## src/rtl/core/bpq_pkg.sv

```systemverilog
// ----------------------------------------------------------------------------
// bpq_pkg
// Shared field widths, opcodes, status codes and controller/datapath structs.
// ----------------------------------------------------------------------------
package bpq_pkg;

   // field widths of the request and response channels
   localparam int FIELD_VALUE_W = 32;
   localparam int FIELD_PRIO_W  = 8;
   localparam int STATUS_W      = 2;
   localparam int FILL_W        = 5;

   // request opcodes
   localparam logic OP_PUSH = 1'b0;
   localparam logic OP_POP  = 1'b1;

   // response status codes
   localparam logic [STATUS_W-1:0] STATUS_OK    = 2'd0;
   localparam logic [STATUS_W-1:0] STATUS_FULL  = 2'd1;
   localparam logic [STATUS_W-1:0] STATUS_EMPTY = 2'd2;

   // controller to datapath
   typedef struct packed {
      logic accept;
      logic scan_issue;
      logic scan_end;
      logic shift_wr;
      logic finish_pop;
      logic emit;
   } cmd_type;

   // datapath to controller
   typedef struct packed {
      logic req_pop;
      logic full;
      logic empty;
      logic scan_last;
      logic shift_done;
      logic out_free;
   } stat_type;

endpackage

```

## src/rtl/core/bpq_req_if.sv

```systemverilog
// ----------------------------------------------------------------------------
// bpq_req_if
// Request channel: valid/ready handshake with push/pop payload.
// ----------------------------------------------------------------------------
interface bpq_req_if;
   logic                                     valid;
   logic                                     ready;
   logic                                     opcode;
   logic signed [bpq_pkg::FIELD_VALUE_W-1:0] in_value;
   logic        [bpq_pkg::FIELD_PRIO_W-1:0]  in_priority;

   modport source (output valid, output opcode, output in_value, output in_priority,
                   input ready);
   modport sink   (input valid, input opcode, input in_value, input in_priority,
                   output ready);
endinterface

```

## src/rtl/core/bpq_rsp_if.sv

```systemverilog
// ----------------------------------------------------------------------------
// bpq_rsp_if
// Response channel: valid/ready handshake with status and popped entry.
// ----------------------------------------------------------------------------
interface bpq_rsp_if;
   logic                                     valid;
   logic                                     ready;
   logic        [bpq_pkg::STATUS_W-1:0]      status;
   logic signed [bpq_pkg::FIELD_VALUE_W-1:0] out_value;
   logic        [bpq_pkg::FIELD_PRIO_W-1:0]  out_priority;
   logic        [bpq_pkg::FILL_W-1:0]        fill_count;

   modport source (output valid, output status, output out_value, output out_priority,
                   output fill_count, input ready);
   modport sink   (input valid, input status, input out_value, input out_priority,
                   input fill_count, output ready);
endinterface

```

## src/rtl/core/bpq_ram.sv

```systemverilog
// ----------------------------------------------------------------------------
// bpq_ram
// Generic one-write one-read RAM with registered read data.
// ----------------------------------------------------------------------------
module bpq_ram #(
   parameter int WIDTH = 8,
   parameter int DEPTH = 16,
   localparam int ADDR_W = (DEPTH > 1) ? $clog2(DEPTH) : 1
) (
   input  logic              clock,
   input  logic              wr_en,
   input  logic [ADDR_W-1:0] wr_addr,
   input  logic [WIDTH-1:0]  wr_data,
   input  logic [ADDR_W-1:0] rd_addr,
   output logic [WIDTH-1:0]  rd_data
);

   logic [WIDTH-1:0] mem_ff [DEPTH];
   logic [WIDTH-1:0] rd_data_ff;

   always_ff @(posedge clock) begin
      if (wr_en) begin
         mem_ff[wr_addr] <= wr_data;
      end
      rd_data_ff <= mem_ff[rd_addr];
   end

   assign rd_data = rd_data_ff;

endmodule

```

## src/rtl/core/bpq_ctrl.sv

```systemverilog
// ----------------------------------------------------------------------------
// bpq_ctrl
// Sequencer for push, best-entry scan and gap-closing shift.
// ----------------------------------------------------------------------------
module bpq_ctrl (
   input  logic              clock,
   input  logic              reset,
   input  logic              req_valid,
   output logic              req_ready,
   input  bpq_pkg::stat_type stat,
   output bpq_pkg::cmd_type  cmd
);

   localparam logic [2:0] ST_IDLE     = 3'd0;
   localparam logic [2:0] ST_SCAN     = 3'd1;
   localparam logic [2:0] ST_SCAN_END = 3'd2;
   localparam logic [2:0] ST_SH_RD    = 3'd3;
   localparam logic [2:0] ST_SH_WR    = 3'd4;
   localparam logic [2:0] ST_RESULT   = 3'd5;

   logic [2:0] state_ff, state_in;

   assign req_ready = (state_ff == ST_IDLE);

   always_comb begin
      state_in = state_ff;
      cmd      = '0;
      case (state_ff)
         ST_IDLE: begin
            if (req_valid) begin
               cmd.accept = 1'b1;
               if (stat.req_pop && !stat.empty) begin
                  state_in = ST_SCAN;
               end else begin
                  state_in = ST_RESULT;
               end
            end
         end
         ST_SCAN: begin
            cmd.scan_issue = 1'b1;
            if (stat.scan_last) begin
               state_in = ST_SCAN_END;
            end
         end
         ST_SCAN_END: begin
            cmd.scan_end = 1'b1;
            state_in     = ST_SH_RD;
         end
         ST_SH_RD: begin
            // the RAM reads the current slot here every cycle
            if (stat.shift_done) begin
               cmd.finish_pop = 1'b1;
               state_in       = ST_RESULT;
            end else begin
               state_in = ST_SH_WR;
            end
         end
         ST_SH_WR: begin
            cmd.shift_wr = 1'b1;
            state_in     = ST_SH_RD;
         end
         ST_RESULT: begin
            if (stat.out_free) begin
               cmd.emit = 1'b1;
               state_in = ST_IDLE;
            end
         end
         default: begin
            state_in = ST_IDLE;
         end
      endcase
   end

   always_ff @(posedge clock) begin
      if (reset) begin
         state_ff <= ST_IDLE;
      end else begin
         state_ff <= state_in;
      end
   end

endmodule

```

## src/rtl/core/bpq_datapath.sv

```systemverilog
// ----------------------------------------------------------------------------
// bpq_datapath
// Entry store in arrival order, best-entry compare, shift and output register.
// ----------------------------------------------------------------------------
module bpq_datapath #(
   parameter int QUEUE_DEPTH    = 16,
   parameter int VALUE_WIDTH    = 32,
   parameter int PRIORITY_WIDTH = 8
) (
   input  logic                                     clock,
   input  logic                                     reset,
   input  logic                                     req_opcode,
   input  logic signed [bpq_pkg::FIELD_VALUE_W-1:0] req_value,
   input  logic        [bpq_pkg::FIELD_PRIO_W-1:0]  req_priority,
   input  bpq_pkg::cmd_type                         cmd,
   output bpq_pkg::stat_type                        stat,
   bpq_rsp_if.source                                rsp_bus
);

   // stored widths: the channel fields cap what can ever be kept
   localparam int SVW = (VALUE_WIDTH < bpq_pkg::FIELD_VALUE_W) ?
                        VALUE_WIDTH : bpq_pkg::FIELD_VALUE_W;
   localparam int SPW = (PRIORITY_WIDTH < bpq_pkg::FIELD_PRIO_W) ?
                        PRIORITY_WIDTH : bpq_pkg::FIELD_PRIO_W;
   localparam int ENT_W = SVW + SPW;
   localparam int CNT_W = $clog2(QUEUE_DEPTH + 1);
   localparam int IDX_W = $clog2(QUEUE_DEPTH);

   logic [CNT_W-1:0] count_ff, count_in;
   logic [CNT_W-1:0] idx_ff, idx_in;
   logic [CNT_W-1:0] idx_m1;
   logic [IDX_W-1:0] best_ff, best_in;
   logic [IDX_W-1:0] rd_idx_ff;
   logic             rd_pend_ff;
   logic [SVW-1:0]   best_val_ff, best_val_in;
   logic [SPW-1:0]   best_pri_ff, best_pri_in;

   logic [bpq_pkg::STATUS_W-1:0] res_status_ff, res_status_in;
   logic [SVW-1:0]               res_val_ff, res_val_in;
   logic [SPW-1:0]               res_pri_ff, res_pri_in;

   logic                              rsp_valid_ff, rsp_valid_in;
   logic [bpq_pkg::STATUS_W-1:0]      out_status_ff;
   logic [bpq_pkg::FIELD_VALUE_W-1:0] out_val_ff;
   logic [bpq_pkg::FIELD_PRIO_W-1:0]  out_pri_ff;
   logic [bpq_pkg::FILL_W-1:0]        out_fill_ff;

   logic             wr_en;
   logic [IDX_W-1:0] wr_addr;
   logic [ENT_W-1:0] wr_data;
   logic [ENT_W-1:0] rd_data;
   logic [SVW-1:0]   rd_val;
   logic [SPW-1:0]   rd_pri;

   bpq_ram #(
      .WIDTH (ENT_W),
      .DEPTH (QUEUE_DEPTH)
   ) u_ram (
      .clock   (clock),
      .wr_en   (wr_en),
      .wr_addr (wr_addr),
      .wr_data (wr_data),
      .rd_addr (idx_ff[IDX_W-1:0]),
      .rd_data (rd_data)
   );

   assign rd_val = rd_data[SVW-1:0];
   assign rd_pri = rd_data[ENT_W-1:SVW];
   assign idx_m1 = idx_ff - CNT_W'(1);

   assign stat.req_pop    = (req_opcode == bpq_pkg::OP_POP);
   assign stat.full       = (count_ff == CNT_W'(QUEUE_DEPTH));
   assign stat.empty      = (count_ff == '0);
   assign stat.scan_last  = (idx_ff == count_ff - CNT_W'(1));
   assign stat.shift_done = (idx_ff == count_ff);
   assign stat.out_free   = !rsp_valid_ff || rsp_bus.ready;

   always_comb begin
      // running best: strict greater keeps the earliest among equal priorities
      best_in     = best_ff;
      best_val_in = best_val_ff;
      best_pri_in = best_pri_ff;
      if (rd_pend_ff && ((rd_idx_ff == '0) || (rd_pri > best_pri_ff))) begin
         best_in     = rd_idx_ff;
         best_val_in = rd_val;
         best_pri_in = rd_pri;
      end

      idx_in        = idx_ff;
      count_in      = count_ff;
      wr_en         = 1'b0;
      wr_addr       = count_ff[IDX_W-1:0];
      wr_data       = {req_priority[SPW-1:0], req_value[SVW-1:0]};
      res_status_in = res_status_ff;
      res_val_in    = res_val_ff;
      res_pri_in    = res_pri_ff;

      if (cmd.accept) begin
         idx_in     = '0;
         res_val_in = '0;
         res_pri_in = '0;
         if (stat.req_pop) begin
            res_status_in = bpq_pkg::STATUS_EMPTY;
         end else if (stat.full) begin
            res_status_in = bpq_pkg::STATUS_FULL;
         end else begin
            res_status_in = bpq_pkg::STATUS_OK;
            wr_en         = 1'b1;
            count_in      = count_ff + CNT_W'(1);
         end
      end
      if (cmd.scan_issue || cmd.shift_wr) begin
         idx_in = idx_ff + CNT_W'(1);
      end
      if (cmd.scan_end) begin
         idx_in = CNT_W'(best_in) + CNT_W'(1);
      end
      if (cmd.shift_wr) begin
         // close the gap: entry idx moves down one slot
         wr_en   = 1'b1;
         wr_addr = idx_m1[IDX_W-1:0];
         wr_data = rd_data;
      end
      if (cmd.finish_pop) begin
         count_in      = count_ff - CNT_W'(1);
         res_status_in = bpq_pkg::STATUS_OK;
         res_val_in    = best_val_ff;
         res_pri_in    = best_pri_ff;
      end

      rsp_valid_in = rsp_valid_ff;
      if (cmd.emit) begin
         rsp_valid_in = 1'b1;
      end else if (rsp_bus.ready) begin
         rsp_valid_in = 1'b0;
      end
   end

   always_ff @(posedge clock) begin
      if (reset) begin
         count_ff     <= '0;
         rd_pend_ff   <= 1'b0;
         rsp_valid_ff <= 1'b0;
      end else begin
         count_ff     <= count_in;
         rd_pend_ff   <= cmd.scan_issue;
         rsp_valid_ff <= rsp_valid_in;
      end
   end

   always_ff @(posedge clock) begin
      idx_ff        <= idx_in;
      rd_idx_ff     <= idx_ff[IDX_W-1:0];
      best_ff       <= best_in;
      best_val_ff   <= best_val_in;
      best_pri_ff   <= best_pri_in;
      res_status_ff <= res_status_in;
      res_val_ff    <= res_val_in;
      res_pri_ff    <= res_pri_in;
      if (cmd.emit) begin
         out_status_ff <= res_status_ff;
         out_val_ff    <= bpq_pkg::FIELD_VALUE_W'(res_val_ff);
         out_pri_ff    <= bpq_pkg::FIELD_PRIO_W'(res_pri_ff);
         out_fill_ff   <= bpq_pkg::FILL_W'(count_ff);
      end
   end

   assign rsp_bus.valid        = rsp_valid_ff;
   assign rsp_bus.status       = out_status_ff;
   assign rsp_bus.out_value    = out_val_ff;
   assign rsp_bus.out_priority = out_pri_ff;
   assign rsp_bus.fill_count   = out_fill_ff;

`ifndef SYNTH
   a_count_bound: assert property (@(posedge clock) disable iff (reset)
      count_ff <= CNT_W'(QUEUE_DEPTH))
      else $error("entry count above queue depth");

   a_scan_in_range: assert property (@(posedge clock) disable iff (reset)
      cmd.scan_issue |-> (idx_ff < count_ff))
      else $error("scan read beyond held entries");

   a_pop_nonempty: assert property (@(posedge clock) disable iff (reset)
      cmd.finish_pop |-> (count_ff != '0) && !rd_pend_ff)
      else $error("pop completed on empty store or with scan in flight");

   a_emit_free: assert property (@(posedge clock) disable iff (reset)
      cmd.emit |-> (!rsp_valid_ff || rsp_bus.ready))
      else $error("result overwrote an untaken response");
`endif

endmodule

```

## src/rtl/core/bounded_priority_queue_fifo_tiebreak.sv

```systemverilog
// ----------------------------------------------------------------------------
// bounded_priority_queue_fifo_tiebreak
// A push, or a pop on an empty queue, goes from acceptance to the result state
// and then into the response register; a pop over held entries first scans them
// through the one read port of the entry RAM, then shifts the later ones down.
// One request at a time; the next is taken once the result is staged.
// Reset clears the entry count, sequencer and response valid; the RAM keeps data.
// ----------------------------------------------------------------------------
module bounded_priority_queue_fifo_tiebreak #(
   parameter int QUEUE_DEPTH    = 16,
   parameter int VALUE_WIDTH    = 32,
   parameter int PRIORITY_WIDTH = 8
) (
   input  logic       clock,
   input  logic       reset,
   bpq_req_if.sink    req_bus,
   bpq_rsp_if.source  rsp_bus
);

   // Entries live in a RAM in arrival order, oldest at slot 0. A pop scans the
   // held slots once to find the highest priority (the first one wins a tie),
   // then moves every later entry down one slot to close the gap.
   bpq_pkg::cmd_type  cmd;
   bpq_pkg::stat_type stat;
   logic              req_ready;

   // hold the request channel while a request is in flight
   assign req_bus.ready = req_ready;

   bpq_ctrl u_ctrl (
      .clock     (clock),
      .reset     (reset),
      .req_valid (req_bus.valid),
      .req_ready (req_ready),
      .stat      (stat),
      .cmd       (cmd)
   );

   // the response register lets a finished result wait while the next request
   // is already being accepted
   bpq_datapath #(
      .QUEUE_DEPTH    (QUEUE_DEPTH),
      .VALUE_WIDTH    (VALUE_WIDTH),
      .PRIORITY_WIDTH (PRIORITY_WIDTH)
   ) u_datapath (
      .clock        (clock),
      .reset        (reset),
      .req_opcode   (req_bus.opcode),
      .req_value    (req_bus.in_value),
      .req_priority (req_bus.in_priority),
      .cmd          (cmd),
      .stat         (stat),
      .rsp_bus      (rsp_bus)
   );

endmodule

```

## src/flat_wrapper.sv

```systemverilog
// flat-port wrapper written by rule: the top's interface ports become plain ports
module bounded_priority_queue_fifo_tiebreak_flat 
#(
   parameter int QUEUE_DEPTH    = 16,
   parameter int VALUE_WIDTH    = 32,
   parameter int PRIORITY_WIDTH = 8
)
  (clock, reset, req_bus_valid, req_bus_opcode, req_bus_in_value, req_bus_in_priority, req_bus_ready, rsp_bus_valid, rsp_bus_status, rsp_bus_out_value, rsp_bus_out_priority, rsp_bus_fill_count, rsp_bus_ready);
  bpq_req_if req_bus_i ();
  bpq_rsp_if rsp_bus_i ();
  input  logic clock;
  input  logic reset;
  input wire logic [$bits(req_bus_i.valid)-1:0] req_bus_valid;
  input wire logic [$bits(req_bus_i.opcode)-1:0] req_bus_opcode;
  input wire logic [$bits(req_bus_i.in_value)-1:0] req_bus_in_value;
  input wire logic [$bits(req_bus_i.in_priority)-1:0] req_bus_in_priority;
  output wire logic [$bits(req_bus_i.ready)-1:0] req_bus_ready;
  output wire logic [$bits(rsp_bus_i.valid)-1:0] rsp_bus_valid;
  output wire logic [$bits(rsp_bus_i.status)-1:0] rsp_bus_status;
  output wire logic [$bits(rsp_bus_i.out_value)-1:0] rsp_bus_out_value;
  output wire logic [$bits(rsp_bus_i.out_priority)-1:0] rsp_bus_out_priority;
  output wire logic [$bits(rsp_bus_i.fill_count)-1:0] rsp_bus_fill_count;
  input wire logic [$bits(rsp_bus_i.ready)-1:0] rsp_bus_ready;
  assign req_bus_i.valid = req_bus_valid;
  assign req_bus_i.opcode = req_bus_opcode;
  assign req_bus_i.in_value = req_bus_in_value;
  assign req_bus_i.in_priority = req_bus_in_priority;
  assign req_bus_ready = req_bus_i.ready;
  assign rsp_bus_valid = rsp_bus_i.valid;
  assign rsp_bus_status = rsp_bus_i.status;
  assign rsp_bus_out_value = rsp_bus_i.out_value;
  assign rsp_bus_out_priority = rsp_bus_i.out_priority;
  assign rsp_bus_fill_count = rsp_bus_i.fill_count;
  assign rsp_bus_i.ready = rsp_bus_ready;
  bounded_priority_queue_fifo_tiebreak #(.QUEUE_DEPTH(QUEUE_DEPTH), .VALUE_WIDTH(VALUE_WIDTH), .PRIORITY_WIDTH(PRIORITY_WIDTH)) u_core (.clock(clock), .reset(reset), .req_bus(req_bus_i), .rsp_bus(rsp_bus_i));
endmodule
```

## config.mk

```make
export PLATFORM = sky130hd
export DESIGN_NAME = bounded_priority_queue_fifo_tiebreak_flat
export DESIGN_NICKNAME = d
export VERILOG_FILES = /design/src/rtl/core/bpq_pkg.sv /design/src/rtl/core/bpq_req_if.sv /design/src/rtl/core/bpq_rsp_if.sv /design/src/rtl/core/bpq_ram.sv /design/src/rtl/core/bpq_ctrl.sv /design/src/rtl/core/bpq_datapath.sv /design/src/rtl/core/bounded_priority_queue_fifo_tiebreak.sv /design/src/flat_wrapper.sv
export SDC_FILE = /design/constraint.sdc
export NUM_CORES = 1
export LEC_CHECK = 0
export BUFFER_PORTS_ARGS = -buffer_cell sky130_fd_sc_hd__buf_4
export CAP_MARGIN = 10
export CORE_MARGIN = 2
export CORE_UTILIZATION = 45
export DETAILED_ROUTE_END_ITERATION = 10
export PLACE_DENSITY = 0.7
export SYNTH_ARGS = -nofsm -noshare
export SYNTH_HDL_FRONTEND = slang
export SYNTH_SLANG_ARGS = --single-unit
export TNS_END_PERCENT = 1
```

## constraint.sdc

```tcl
create_clock -name clock -period 3.9 [get_ports clock]
set_clock_uncertainty 0.15 [all_clocks]
set_input_delay 0.39 -clock clock [delete_from_list [all_inputs] [get_ports clock]]
set_output_delay 0.39 -clock clock [all_outputs]
set_load 0.05 [all_outputs]
```

# [Word-level counts from Yosys, hierarchy flattened]
# Memory sizes are Yosys's and may differ from the RTL's. A register that Yosys moved wholly into a read port is not among the register bits.
# Index checks and enable logic that the tools add are counted.
[word_totals] register_bits=152 ramBits=640 in_bits=45 output_inout_bits=49 n_memories=1
[op_classes] add_sub_neg=5 order_cmp=1 eq_ne=13 n_mux=39 reduce_logical=16
[memory_table] name="u_core.u_datapath.u_ram.mem_ff" depth=16 word_bits=40 read_ports=1 rd_clocked_by_memory_dff=1 wr=1 line="bpq_ram.sv:18" rtl="logic [WIDTH-1:0] mem_ff [DEPTH];"
[ops] cell="2-to-1 mux 32 bit" count=2
[ops] cell="2-to-1 mux 40 bit" count=1
[ops] cell="2-to-1 mux 5 bit" count=7
[ops] cell="2-to-1 mux 1 bit" count=19
[ops] cell="2-to-1 mux 8 bit" count=2
[ops] cell="case mux 3 bit (5 select lines)" count=1
[ops] cell="2-to-1 mux 3 bit" count=4
[ops] cell="adder 5 x 1 -> 5 bit, second input constant" count=2
[ops] cell="== test 5 bit" count=2
[ops] cell="> comparator 8 bit" count=1
[ops] cell="2-to-1 mux 4 bit" count=2
[ops] cell="!= test 2 x 1 -> 1 bit, second input constant" count=4
[ops] cell="== test 3 x 2 -> 1 bit, second input constant" count=2
[ops] cell="== test 3 bit, second input constant" count=2
[ops] cell="AND reduction 3 bit" count=2
[ops] cell="adder 4 x 1 -> 5 bit, second input constant" count=1
[ops] cell="== test 5 bit, second input constant" count=1
[ops] cell="zero test 5 bit" count=1
[ops] cell="subtractor 5 x 1 -> 5 bit, second input constant" count=1
[ops] cell="zero test 4 bit" count=1
[ops] cell="nonzero test 2 bit" count=2
[ops] cell="subtractor 4 x 1 -> 4 bit, second input constant" count=1
[ops] cell="== test 3 x 1 -> 1 bit, second input constant" count=1
[ops] cell="zero test 3 bit" count=1
[ops] cell="7 further kinds" count=11

# [Depth between registers and ports, before layout]
[depth] word_depth=7 depth_mapped=11 ltp_nobuf=11

# [Hierarchy]
# From an unflattened synthesis, not the netlist that was laid out.
[hier_totals] cells_unflattened=1468 hier_area_um2=31525.2
[modules_own_cells] mod="bpq_ram" instances=1 cells_each=1040 area_per_inst_um2=25131.6
[modules_own_cells] mod="bpq_datapath" instances=1 cells_each=399 area_per_inst_um2=6157.2
[modules_own_cells] mod="bpq_ctrl" instances=1 cells_each=29 area_per_inst_um2=236.5

# [Least setup slack after synthesis]
# No wires, ideal clock.
[synth_path] kind="register to register" startpoint="reg u_core.u_datapath.count_ff[0]" endpoint="mem u_core.u_datapath.u_ram.mem_ff[7][0] (netlist name), enable pin" setup_time_ns=0.437 arrival_time_ns=3.335 required_ns=3.313 slack_ns=-0.022 stages_incl_launch_ff=10 synth_period_minus_slack_ns=3.922 path_cell_list="dfxtp_1 > clkbuf_1 > inv_1 > ha_1 > nor3b_2 > nand2_1 > and2_1 > buf_2 > a31oi_1 > nor2_1"
[synth_via] elab_chain_len=7 word_cells_on_any_way=8 classes_between="1 x eq/ne; 7 x mux"
[synth_rtl] item="from (decl)" line="bpq_datapath.sv:29" rtl="logic [CNT_W-1:0] count_ff, count_in;"
[synth_rtl] item="from (signal assigned)" line="bpq_datapath.sv:145" rtl="count_ff <= count_in;"
[synth_rtl] item="== test 5 bit" line="bpq_datapath.sv:72" rtl="assign stat.full = (count_ff == CNT_W'(QUEUE_DEPTH));"
[synth_rtl] item="2-to-1 mux 1 bit" line="bpq_datapath.sv:104" rtl="end else if (stat.full) begin"
[synth_rtl] item="2-to-1 mux 1 bit" line="bpq_datapath.sv:102" rtl="if (stat.req_pop) begin"
[synth_rtl] item="2-to-1 mux 1 bit" line="bpq_datapath.sv:98" rtl="if (cmd.accept) begin"
[synth_rtl] item="2-to-1 mux 1 bit" line="bpq_datapath.sv:118" rtl="if (cmd.shift_wr) begin"
[synth_rtl] item="2-to-1 mux 1 bit" line="bpq_ram.sv:22" rtl="if (wr_en) begin"
[synth_rtl] item="2-to-1 mux 1 bit (implied by the code)" line="bpq_ram.sv:23" rtl="mem_ff[wr_addr] <= wr_data;"
[synth_rtl] item="to (decl)" line="bpq_ram.sv:18"
# Parallel ways exist; a longest one is shown, timed or not.

# [Worst setup path in the final report]
[layout_path] startpoint="reg u_core.u_datapath.count_ff[1]" endpoint="mem u_core.u_datapath.u_ram.mem_ff[13][17] (netlist name), enable pin"
# Same word-level chain as after synthesis.

==> run metrics <==
complex-gate fraction of the synthesized area=approximately 1.0%; synth top area cells=edfxtp_1 (74%), mux4_2 (14%), dfxtp_1 (3.9%); post-DP HPWL=32,400 um; Filler Cells Inserted=5,158; Worst-Skew Late Latency=620 ps; # IOs=94; CP Cell Sequence=inv_1 > ha_1 > nor3b_2 > nand2_1 > and2_1 > a31oi_1 > nor2_4 > buf_12; ANT cells=0; worst slew pin tran=around 1100 ps; Yosys cell types=55; Slew HR=between 20 and 30%; placed inst area=33,300 sq um; post-synthesis adder-cell area fraction=0.521%; Lkg Pwr=between 0.01 and 0.015 uW; Hold Violations, Final=0; reg-to-reg endpoint=u_core.u_datapath.u_ram.mem_ff[13][17]; WS Path Type=flop to flop; most common cell after layout, fill and taps aside=edfxtp_1; area of the mapped netlist=between 30,000 and 40,000 sq um; Main synth FF type=edfxtp_1; fraction of the cycle the final worst path needs=82.5%; DIE HEIGHT=267 um; Max Cap Viol=0; post-layout util=52.5%; Mapped Nets=approximately 1.4k; gpl congestion=around 0.74; largest net degree at the start of global routing=about 110; Synth warnings=0; Synth top area share=74.3%; max-slew violation count=0; DRT antenna net count=0; die area=about 70,000 sq um; Die W=approximately 270 um; final instance area=36,000 sq um; critical path launch point type=flop; number of remaining DRC errors=0; sequential cell area fraction in the yosys report=78.2%; Period minus WS final=3220 ps; WHS Path Cells=6; initial antenna violation count=2; Placed Instances=2,363; first-pass GRT wire length=91,400 um; Setup crit end kind=flop; CTS Buf Count=80; Storage cell area=24,400 sq um; reg-to-reg slack, setup=680 ps; global route total overflow=0; CTS max path bufs=3; CP Data Arrival Time=3420 ps; Buf/Inv on CP=2; post-DR vias/cell=5.46; vias=13.8k; Non-Filler Instances=2,517; Core Region=68,600 sq um; Initial Util=between 40% and 50%; power per cell area=between 600 and 700 nW/um^2; Register-to-Register Path Depth=8; status=finished clean; Max FO, Critical Path=35; HP Class=primary input to flop; DR WL/cell=24.0 um; Design Power=23,500 uW; RR Startpoint=u_core.u_datapath.count_ff[1]; Hold Crit Start=rsp_bus_ready; post-synthesis xor/xnor area fraction=0.533%; mean post-synth cell area=22.8 sq um; Top Family by Delay on Critical Path=compound AO/OA/AOI/OAI gates; Post-Route WL=60,500 um; DR iter-0 viols=between 1k and 1.5k; port bufs=93; WP data required=4100 ps; Achievable Freq=311 MHz; Yosys reg bits=832; Largest stage delay, worst path=850 ps; most frequent cells in the layout=edfxtp_1 (772), mux4_2 (200), buf_4 (114); TritonCTS sink count=832; RSZ-0062 raised after global routing=no; main combinational cell family by area after synthesis=multiplexers; CTS tree=built; mux cell area share after synthesis=between 15 and 20%; synth-to-layout area growth=15.5%; # setup viols final=0; Slowest cell on crit path=a31oi_1; synthesized instance count=1,369; area leader, netlist=edfxtp_1; drt first pass iters=7; multi-input logic area=6550 sq um; Post-synth EDFFs=772; share of layout cells above drive strength 1=between 30% and 40%; Hold EP=u_core.u_ctrl.state_ff[0]; peak supply drop=0.000744 V; Clock transition at path regs=60 ps; vias in the first global route=about 14k; All-Layer GR Usage=~17%; root buf cell=clkbuf_16; Simple-Gate Fraction of Synth Area=around 2.4%; # nets final=around 1.6k; Placement Rows=96; FFs w/ async S/R, synth=0%; H-Tree Level Count=3; WP depth=8
[timing repair]
action / 4_1_cts / 5_1_grt
resized for setup: 0 / 0
buffers inserted: 0 / 0
hold buffers: 4 / 0
endpoints found under the hold margin: 12 / 0
[synth_stat cells (2+ instances only)]
library cell,n
a21o_1,3
xnor2_1,11
clkbuf_2,3
dfxtp_1,60
buf_4,4
nand4_1,4
nor2b_1,3
buf_2,26
ha_1,13
clkbuf_1,19
nor3b_1,3
and2_1,42
nand2_1,15
a21oi_1,14
o21ai_0,5
buf_1,9
o211ai_1,2
xor2_1,8
nand3_1,5
mux2i_1,2
mux2_2,44
or2b_1,2
edfxtp_1,772
buf_6,5
a31oi_1,5
nand2b_1,6
and3_1,3
o22ai_1,2
inv_1,15
a22o_1,2
nor3_1,7
mux4_2,200
nor2_1,33
[final cells by class]
| class | instances | share of cell area (%) |
|---|---|---|
| inverter | 15 | 0.156 |
| clock inverter | 42 | 1.21 |
| sequential | 832 | 67.7 |
| tap | 931 | 3.23 |
| clock buffer | 108 | 6.19 |
| timing repair buffer | 133 | 3.32 |
| multi-input combinational | 456 | 18.2 |
[kinds of logic after synthesis]
| group | after synthesis |
|---|---|
| adder cells (fa/ha/maj) | 13 |
| XOR/XNOR | 19 |
| buffers and inverters | 81 |
| AND/OR/NAND/NOR | 133 |
| multiplexers | 246 |
| flip-flops | 832 |
| AO/OA/AOI/OAI | 45 |
[report_power, final]
group | internal [uW] | total, uW | switching, uW | leakage, uW
Combinational | 2310 | 4700 | 2400 | 0.00267
Clock | 4510 | 7740 | 3230 | 0.00132
Sequential | 10700 | 11100 | 333 | 0.00750
[registers in the layout, summed over array words and instances (netlist names)]
register                                flops
u_core.u_ctrl.state_ff                      3
u_core.u_datapath.u_ram.mem_ff            640
u_core.u_datapath.res_pri_ff                8
u_core.u_datapath.rd_idx_ff                 4
u_core.u_datapath.res_val_ff               32
u_core.u_datapath.rsp_bus.valid             1
u_core.u_datapath.rsp_bus.status            2
u_core.u_datapath.idx_ff                    5
u_core.u_datapath.count_ff                  5
u_core.u_datapath.best_ff                   4
u_core.u_datapath.res_status_ff             2
u_core.u_datapath.rsp_bus.fill_count        5
u_core.u_datapath.best_pri_ff               8
u_core.u_datapath.rsp_bus.out_value        32
u_core.u_datapath.best_val_ff              32
u_core.u_datapath.rsp_bus.out_priority      8
u_core.u_datapath.u_ram.rd_data            40
u_core.u_datapath.rd_pend_ff                1
[layer usage]
layer  GRT usage [%]  wire, um  vias to the layer above
li1                -         -                     5979
met4            4.28       984                        0
met2            27.2     29100                      450
met3            3.41      3850                       74
met5               0         0                        -
met1            25.1     26500                     7251
[tightest hold or removal path, cell delays in order]
cell and delay (ps):
buf_4 80, nor2b_1 60, nand2_1 90, nand2_1 50
o21bai_1 120, a21oi_1 70
[metrics by stage]
stage	TNS [ps]	worst slack, ps	hold slack [ps]
finish	0	682	155
global route	0	416	145
CTS	0	654	121
detailed placement	0	681	255
global placement	0	704	252
floorplan	-8710	-22.1	196
[worst max-delay path by stage]
| stage | from | end |
|---|---|---|
| 2_1_floorplan | u_core.u_datapath.count_ff[0] | u_core.u_datapath.u_ram.mem_ff[7][0] |
| 3_3_place_gp | u_core.u_datapath.best_pri_ff[1] | u_core.u_datapath.idx_ff[2] |
| 3_5_place_dp | u_core.u_datapath.best_pri_ff[1] | u_core.u_datapath.idx_ff[2] |
| 4_1_cts | u_core.u_datapath.best_pri_ff[1] | u_core.u_datapath.idx_ff[2] |
| 5_1_grt | u_core.u_datapath.count_ff[1] | u_core.u_datapath.u_ram.mem_ff[13][25] |
| 6_report | u_core.u_datapath.count_ff[1] | u_core.u_datapath.u_ram.mem_ff[13][17] |
Note: power is estimated with default switching activity, not from simulation.
